File: config.mk
export PLATFORM = sky130hd
export DESIGN_NAME = nmea_rmc_field_extractor_core
export DESIGN_NICKNAME = d
export VERILOG_FILES = /design/src/nrfe_pkg.sv /design/src/nmea_rmc_field_extractor_core.sv
export SDC_FILE = /design/constraint.sdc
export NUM_CORES = 1
export LEC_CHECK = 0
export ABC_CLOCK_PERIOD_IN_PS = 7100
export BUFFER_PORTS_ARGS = -buffer_cell sky130_fd_sc_hd__buf_4
export CAP_MARGIN = 40
export CORE_MARGIN = 10
export CORE_UTILIZATION = 55
export DETAILED_ROUTE_END_ITERATION = 8
export GPL_TIMING_DRIVEN = 0
export PLACE_DENSITY = 0.78
export SYNTH_ARGS = -nofsm -noshare
export SYNTH_HDL_FRONTEND = slang
export SYNTH_SLANG_ARGS = --single-unit
File: constraint.sdc
create_clock -name clk -period 7.1 [get_ports clk]
set_input_delay 1.065 -clock clk [delete_from_list [all_inputs] [get_ports clk]]
set_output_delay 1.065 -clock clk [all_outputs]
set_load 0.05 [all_outputs]
File: src/nrfe_pkg.sv
// Shared types and constants for the RMC field extractor.
// No dependencies.
package nrfe_pkg;

	// parse phases of one sentence
	typedef enum logic [2:0] {
		PH_HUNT   = 3'd0,
		PH_FIXED  = 3'd1,
		PH_SPEED  = 3'd2,
		PH_COURSE = 3'd3,
		PH_DATE   = 3'd4
	} phase_t;

	// field tags on the result beat
	localparam logic [2:0] FIELD_TIME  = 3'd0;
	localparam logic [2:0] FIELD_LAT   = 3'd1;
	localparam logic [2:0] FIELD_LON   = 3'd2;
	localparam logic [2:0] FIELD_SPEED = 3'd3;
	localparam logic [2:0] FIELD_DATE  = 3'd4;

	localparam logic [7:0] CH_DOLLAR = 8'h24;
	localparam logic [7:0] CH_G      = 8'h47;
	localparam logic [7:0] CH_N      = 8'h4E;
	localparam logic [7:0] CH_R      = 8'h52;
	localparam logic [7:0] CH_COMMA  = 8'h2C;

	// offsets counted from the '$'
	localparam logic [6:0] OFF_HDR_END   = 7'd3;
	localparam logic [6:0] OFF_TIME_LO   = 7'd7;
	localparam logic [6:0] OFF_TIME_HI   = 7'd15;
	localparam logic [6:0] OFF_LAT_LO    = 7'd19;
	localparam logic [6:0] OFF_LAT_HI    = 7'd28;
	localparam logic [6:0] OFF_LON_LO    = 7'd32;
	localparam logic [6:0] OFF_LON_HI    = 7'd42;
	localparam logic [6:0] OFF_SPEED     = 7'd46;
	localparam logic [6:0] OFF_MAX       = 7'd127;

	localparam logic [3:0] SPEED_MAX_CHARS = 4'd7;
	localparam logic [3:0] DATE_LAST_POS   = 4'd5;

endpackage

File: src/nmea_rmc_field_extractor_core.sv
// RMC sentence field extractor: header hunt, offset tracking, tagged char output.
// Depends on nrfe_pkg.
//
//  channel | direction | handshake          | payload
//  --------+-----------+--------------------+---------------------------------------
//  in      | input     | in_valid/in_stall   | rx_byte
//  out     | output    | out_valid/out_stall | field_code, char_position, char_value,
//          |           |                    | sentence_done, speed_overflow
//
// One byte per cycle sustained unless out_stall holds the result register. A byte is held
// in the input register and then decoded into the result register.
// Bytes that yield no result still pass the input register and leave no beat.
// in_stall rises only when the input register is full and the result register is
// held by out_stall. Reset puts the parser back to hunting for '$'.
module nmea_rmc_field_extractor_core
	import nrfe_pkg::*;
(
	input  logic       clk,
	input  logic       arst_n,
	input  logic       in_valid,
	output logic       in_stall,
	input  logic [7:0] rx_byte,
	output logic       out_valid,
	input  logic       out_stall,
	output logic [2:0] field_code,
	output logic [3:0] char_position,
	output logic [7:0] char_value,
	output logic       sentence_done,
	output logic       speed_overflow
);

	logic       valid_s1;
	logic [7:0] byte_s1;

	phase_t     phase_q, phase_d;
	logic [1:0] hdr_q, hdr_d;
	logic [6:0] offset_q, offset_d;
	logic [3:0] count_q, count_d;
	logic       too_long_q, too_long_d;

	logic       emit;
	logic [2:0] code_c;
	logic [3:0] pos_c;
	logic       done_c;
	logic [6:0] off_inc;

	logic       out_free;
	logic       advance;

	assign out_free = !out_valid || !out_stall;
	assign advance  = valid_s1 && out_free;
	assign in_stall = valid_s1 && !out_free;

	always_ff @(posedge clk or negedge arst_n) begin
		if (!arst_n) begin
			valid_s1 <= 1'b0;
		end else if (in_valid && !in_stall) begin
			valid_s1 <= 1'b1;
		end else if (advance) begin
			valid_s1 <= 1'b0;
		end
	end

	always_ff @(posedge clk) begin
		if (in_valid && !in_stall) begin
			byte_s1 <= rx_byte;
		end
	end

	assign off_inc = (offset_q == OFF_MAX) ? OFF_MAX : offset_q + 7'd1;

	// next state and result for the byte in the input register
	always_comb begin
		phase_d    = phase_q;
		hdr_d      = hdr_q;
		offset_d   = offset_q;
		count_d    = count_q;
		too_long_d = too_long_q;
		emit       = 1'b0;
		code_c     = FIELD_TIME;
		pos_c      = 4'd0;
		done_c     = 1'b0;
		unique case (phase_q)
			PH_FIXED: begin
				offset_d = off_inc;
				if (off_inc >= OFF_TIME_LO && off_inc <= OFF_TIME_HI) begin
					emit  = 1'b1;
					pos_c = 4'(off_inc - OFF_TIME_LO);
				end else if (off_inc >= OFF_LAT_LO && off_inc <= OFF_LAT_HI) begin
					emit   = 1'b1;
					code_c = FIELD_LAT;
					pos_c  = 4'(off_inc - OFF_LAT_LO);
				end else if (off_inc >= OFF_LON_LO && off_inc <= OFF_LON_HI) begin
					emit   = 1'b1;
					code_c = FIELD_LON;
					pos_c  = 4'(off_inc - OFF_LON_LO);
				end else if (off_inc >= OFF_SPEED) begin
					// first speed byte goes out at position zero; count then starts at one
					if (byte_s1 == CH_COMMA) begin
						phase_d = PH_COURSE;
						count_d = 4'd0;
					end else begin
						phase_d = PH_SPEED;
						emit    = 1'b1;
						code_c  = FIELD_SPEED;
						count_d = 4'd1;
					end
				end
			end
			PH_SPEED: begin
				if (byte_s1 == CH_COMMA) begin
					phase_d = PH_COURSE;
					count_d = 4'd0;
				end else if (count_q < SPEED_MAX_CHARS) begin
					emit    = 1'b1;
					code_c  = FIELD_SPEED;
					pos_c   = count_q;
					count_d = count_q + 4'd1;
				end else begin
					too_long_d = 1'b1;
				end
			end
			PH_COURSE: begin
				if (byte_s1 == CH_COMMA) begin
					phase_d = PH_DATE;
					count_d = 4'd0;
				end
			end
			PH_DATE: begin
				emit   = 1'b1;
				code_c = FIELD_DATE;
				if (count_q >= DATE_LAST_POS) begin
					pos_c    = DATE_LAST_POS;
					done_c   = 1'b1;
					phase_d  = PH_HUNT;
					hdr_d    = 2'd0;
					offset_d = 7'd0;
					count_d  = 4'd0;
				end else begin
					pos_c   = count_q;
					count_d = count_q + 4'd1;
				end
			end
			default: begin
				phase_d = PH_HUNT;
				if (hdr_q == 2'd1 && byte_s1 == CH_G) begin
					hdr_d = 2'd2;
				end else if (hdr_q == 2'd2 && byte_s1 == CH_N) begin
					hdr_d = 2'd3;
				end else if (hdr_q == 2'd3 && byte_s1 == CH_R) begin
					hdr_d      = 2'd0;
					phase_d    = PH_FIXED;
					offset_d   = OFF_HDR_END;
					count_d    = 4'd0;
					too_long_d = 1'b0;
				end else begin
					hdr_d = (byte_s1 == CH_DOLLAR) ? 2'd1 : 2'd0;
				end
			end
		endcase
	end

	always_ff @(posedge clk or negedge arst_n) begin
		if (!arst_n) begin
			phase_q    <= PH_HUNT;
			hdr_q      <= 2'd0;
			offset_q   <= 7'd0;
			count_q    <= 4'd0;
			too_long_q <= 1'b0;
		end else if (advance) begin
			phase_q    <= phase_d;
			hdr_q      <= hdr_d;
			offset_q   <= offset_d;
			count_q    <= count_d;
			too_long_q <= too_long_d;
		end
	end

	// result register
	always_ff @(posedge clk or negedge arst_n) begin
		if (!arst_n) begin
			out_valid <= 1'b0;
		end else if (out_free) begin
			out_valid <= advance && emit;
		end
	end

	always_ff @(posedge clk) begin
		if (out_free && advance && emit) begin
			field_code     <= code_c;
			char_position  <= pos_c;
			char_value     <= byte_s1;
			sentence_done  <= done_c;
			speed_overflow <= too_long_q;
		end
	end

	a_done_is_last_date: assert property (@(posedge clk) disable iff (!arst_n)
		out_valid && sentence_done |-> field_code == FIELD_DATE && char_position == DATE_LAST_POS)
		else $error("sentence_done on a beat that is not the last date char");

	a_speed_pos_bound: assert property (@(posedge clk) disable iff (!arst_n)
		out_valid && field_code == FIELD_SPEED |-> char_position < SPEED_MAX_CHARS)
		else $error("speed char position beyond limit");

	a_done_returns_hunt: assert property (@(posedge clk) disable iff (!arst_n)
		advance && emit && done_c |=> phase_q == PH_HUNT && offset_q == 7'd0)
		else $error("parser did not return to hunting after sentence end");

	a_fixed_offset_range: assert property (@(posedge clk) disable iff (!arst_n)
		phase_q == PH_FIXED |-> offset_q >= OFF_HDR_END && offset_q < OFF_SPEED)
		else $error("offset out of range in fixed-field phase");

	a_field_code_range: assert property (@(posedge clk) disable iff (!arst_n)
		out_valid |-> field_code <= FIELD_DATE)
		else $error("field code out of range");

endmodule
==> out/qor.csv <==
stage;metric;value;unit
run_status;result of the run;completed;
place;placed instance count;376;
power;Worst VDD drop;0.139;mV
global_route;via count of the first global-routing pass;2126;
clocking;insertion delay to the later sink of the worst-skew pair;300;ps
clocking;TritonCTS clock tree;done;
power;leakage component of the power;1.28;nW
run;number of maximum-capacitance constraint violations;0;
floorplanning;die span in x;90.6;µm
synthesis;Mapped Avg Cell Area;9.87;µm²
floorplanning;vertical die dimension;90.6;µm
global_route;GRT Overall Usage;0.142;
setup_path;critical path peak fanout;9;
synthesis;number of flops mapped to enable cells by yosys;25;
place;Post-DP HPWL;4490;µm
routing;Post-route DRC;0;
clocking;cts bufs inserted;5;
sta;hold_ws;480;ps
routing;total routed wirelength;5800;µm
hold_path;number of cells on the worst hold path;0;
finish;Synth-to-Final Area Change;15.9;%
floorplanning;Die ar.;8210;µm²
clocking;Max Buffers Root-to-Sink;2;
setup_path;required arrival time at the worst endpoint;7120;ps
setup_path;launch point of the worst reg-to-reg path;offset_q[0]$_DFFE_PN0P_;
sta;worst-margin pin slew;774;ps
synthesis;net count after synthesis;296;
sta;number of hold-slack violations in the final timing report;0;
power;PD cells;235;nW/µm²
synthesis;post-synthesis sequential element count;44;
sta;Sum Neg Setup Slack;0;ps
setup_path;endpoint of the lowest-slack register-to-register path;speed_overflow$_DFFE_PP_;
synthesis;portion of the post-synthesis area used by sequential elements;0.447;
global_route;global-route wire length before repair;9760;µm
finish;Finished Layout Cells;384;
setup_path;data arrival time of the worst path;4240;ps
clocking;total of hold buffers inserted after clock tree synthesis;0;
synthesis;fraction of synthesis flops using an asynchronous set or reset pin;0.432;
finish;count of inserted antenna diode cells;0;
sta;post-route clock skew;6.24;ps
place;final weighted congestion in routability-driven placement;0.904;
global_route;largest net degree at the start of global routing;20;
finish;fraction of layout cells with a size suffix above 1;0.208;
floorplanning;Core Rows;25;
place;I/O Buffers;30;
clocking;TritonCTS sink count;44;
setup_path;worst setup path category;reg -> reg;
routing;via total after detailed routing;2223;
synthesis;combined area of all synthesized cells;2740;µm²
routing;total iterations of the first detailed-routing run;4;
global_route;initial antenna violation count;0;
synthesis;Cell variety after synth;71;
sta;unrepaired setup endpoints after global routing;false;
sta;clock period minus final worst setup slack;4220;ps
sta;Fmax;237;MHz
sta;share of the clock period used by the worst path;0.595;
clocking;post-cts resize count;0;
routing;DR iter-0 viols;201;
setup_path;Setup crit start kind;flip-flop;
routing;post-detailed-route via-to-cell ratio;5.79;
routing;remaining antenna violation count;0;
finish;Total Nets Final;334;
setup_path;element type at the critical path end;flip-flop;
sta;Final setup viols;0;
synthesis;instance count of the mapped netlist;278;
setup_path;worst reg-to-reg setup slack;2880;ps
hold_path;WHS Endpoint;char_value[5]$_DFFE_PP_;
routing;drt wl/cell;15.1;µm
clocking;clock transition at the register clock pins on the worst setup and hold paths after CTS;80;ps
clocking;number of setup buffers added after CTS;0;
hold_path;Tightest Hold Check Type;reg -> reg;
finish;number of fill cells in the layout;396;
floorplanning;I/O pins;31;
setup_path;worst reg-to-reg path cell count;12;
clocking;cell chosen for the clock root;sky130_fd_sc_hd__clkbuf_8;
hold_path;launch instance of the worst min-delay path;byte_s1[5]$_DFFE_PP_;
floorplanning;core region area;4790;µm²
finish;final core area utilization;0.664;
floorplanning;starting utilization of the core area;0.573;
sta;relative slew slack;0.482;
global_route;leftover overflow at the end of global routing;0;
sta;final count of pins violating max slew;0;
clocking;number of levels in the clock H-tree;2;
synthesis;Warnings, synthesis;0;
synthesis;most used flip-flop cell after synthesis;sky130_fd_sc_hd__edfxtp_1;
[worst max-delay path, cell delays in order (launching register included)]
cell                        delay (ps)
sky130_fd_sc_hd__dfrtp_1           500
sky130_fd_sc_hd__ha_1              330
sky130_fd_sc_hd__and3_1            260
sky130_fd_sc_hd__nand4_1           370
sky130_fd_sc_hd__and2_1            360
sky130_fd_sc_hd__inv_1              90
sky130_fd_sc_hd__ha_1              240
sky130_fd_sc_hd__nor2_1            100
sky130_fd_sc_hd__o211a_2           180
sky130_fd_sc_hd__a2111oi_4         480
sky130_fd_sc_hd__nor4_1            170
sky130_fd_sc_hd__nor2_1            620
sky130_fd_sc_hd__buf_6             240
[how the worst max path moves through the flow]
| stage | slack (ps) | endpoint | from |
|---|---|---|---|
| after floorplan | 3500 | char_position[0]$_DFFE_PP_ | offset_q[0]$_DFFE_PN0P_ |
| after global placement | 2670 | char_position[3]$_DFFE_PP_ | offset_q[0]$_DFFE_PN0P_ |
| after detailed placement | 2890 | char_position[3]$_DFFE_PP_ | offset_q[0]$_DFFE_PN0P_ |
| after CTS | 2870 | speed_overflow$_DFFE_PP_ | offset_q[0]$_DFFE_PN0P_ |
| after global routing | 2490 | speed_overflow$_DFFE_PP_ | offset_q[0]$_DFFE_PN0P_ |
| final | 2880 | speed_overflow$_DFFE_PP_ | offset_q[0]$_DFFE_PN0P_ |
[layout by cell type, fill, tap and decap left out, types with 3 or more instances in the layout]
cell                       Yosys  routed
sky130_fd_sc_hd__a21oi_1      21      21
sky130_fd_sc_hd__a31oi_1       5       5
sky130_fd_sc_hd__and2_1        5       5
sky130_fd_sc_hd__and4_1        3       3
sky130_fd_sc_hd__buf_2         5       5
sky130_fd_sc_hd__buf_4         1      31
sky130_fd_sc_hd__clkbuf_1      4       4
sky130_fd_sc_hd__clkbuf_8      1       6
sky130_fd_sc_hd__dfrtp_1      19      19
sky130_fd_sc_hd__edfxtp_1     25      25
sky130_fd_sc_hd__ha_1          6       6
sky130_fd_sc_hd__inv_1        16      16
sky130_fd_sc_hd__mux2_1        4       4
sky130_fd_sc_hd__nand2_1      26      26
sky130_fd_sc_hd__nand2b_1      3       3
sky130_fd_sc_hd__nand3_1       9       9
sky130_fd_sc_hd__nand4_1       3       3
sky130_fd_sc_hd__nor2_1       24      24
sky130_fd_sc_hd__nor3_1        9       9
sky130_fd_sc_hd__nor4_1        3       3
sky130_fd_sc_hd__o211ai_1      3       3
sky130_fd_sc_hd__o21ai_0      11      11
sky130_fd_sc_hd__o21ai_1       7       7
sky130_fd_sc_hd__o31ai_1       5       5
sky130_fd_sc_hd__or3_1         3       3
sky130_fd_sc_hd__xnor2_1       3       3
[per-stage QoR]
step | worst slack (ps) | total power, W | area (µm²)
after detailed placement | 2890 | 0.000558 | 3060
after CTS | 2870 | 0.000750 | 3180
final | 2880 | 0.000747 | 3180
after global routing | 2490 | 0.000794 | 3180
after floorplan | 3500 | 0.000499 | 2740
after global placement | 2670 | 0.000551 | 3050
[power by group]
group	internal, W	total (W)	switching, W
logic	0.0000906	0.000237	0.000146
registers	0.000289	0.000318	0.0000294
clock network	0.000106	0.000192	0.0000863
[flip-flops by register name, indices dropped and copies added, names as in the netlist, 2 cells and up]
signal and count:
byte_s1 8, char_value 8, offset_q 7, char_position 4, count_q 4, field_code 3, phase_q 3, hdr_q 2
[synth_stat cells, types with 4 or more instances]
cell / n / share of area
sky130_fd_sc_hd__mux2_1: 4 / 0.016
sky130_fd_sc_hd__a31oi_1: 5 / 0.011
sky130_fd_sc_hd__buf_2: 5 / 0.0091
sky130_fd_sc_hd__a21oi_1: 21 / 0.038
sky130_fd_sc_hd__nand3_1: 9 / 0.016
sky130_fd_sc_hd__edfxtp_1: 25 / 0.27
sky130_fd_sc_hd__nand2_1: 26 / 0.036
sky130_fd_sc_hd__nor3_1: 9 / 0.016
sky130_fd_sc_hd__and2_1: 5 / 0.011
sky130_fd_sc_hd__o31ai_1: 5 / 0.014
sky130_fd_sc_hd__nor2_1: 24 / 0.033
sky130_fd_sc_hd__o21ai_1: 7 / 0.013
sky130_fd_sc_hd__clkbuf_1: 4 / 0.0055
sky130_fd_sc_hd__dfrtp_1: 19 / 0.17
sky130_fd_sc_hd__o21ai_0: 11 / 0.020
sky130_fd_sc_hd__inv_1: 16 / 0.022
sky130_fd_sc_hd__ha_1: 6 / 0.027
[final cells by class]
type | instances | area [µm²] | area share
plain buffers | 13 | 77.6 | 0.0244
clock buffers | 5 | 68.8 | 0.0216
clock inverters | 3 | 47.5 | 0.0150
inverters | 16 | 60.1 | 0.0189
multi-input cells | 205 | 1380 | 0.434
flip-flops and latches | 44 | 1230 | 0.386
well taps | 67 | 83.8 | 0.0264
repair buffers | 31 | 236 | 0.0744
[metal layers]
metal,share of wire,GRT usage,up-vias,routed length [µm]
li1,-,-,1123,-
met1,0.47,0.182,1025,2720
met2,0.45,0.218,64,2580
met3,0.068,0.0399,11,394
met4,0.018,0.0610,0,105
met5,0,0,-,0
[kinds of logic (layout without fill, tap and decap cells)]
kind of cell,Yosys count,in the layout,synth area share
AOI/OAI and AO/OA,83,83,0.224
xor gates and xnor gates,3,3,0.00958
adders and majority gates,6,6,0.0274
buffers and inverters,29,68,0.0502
DFF,44,44,0.447
muxes,6,6,0.0237
and+or+nand+nor,107,107,0.218
Power figures use the tool's default switching activity.
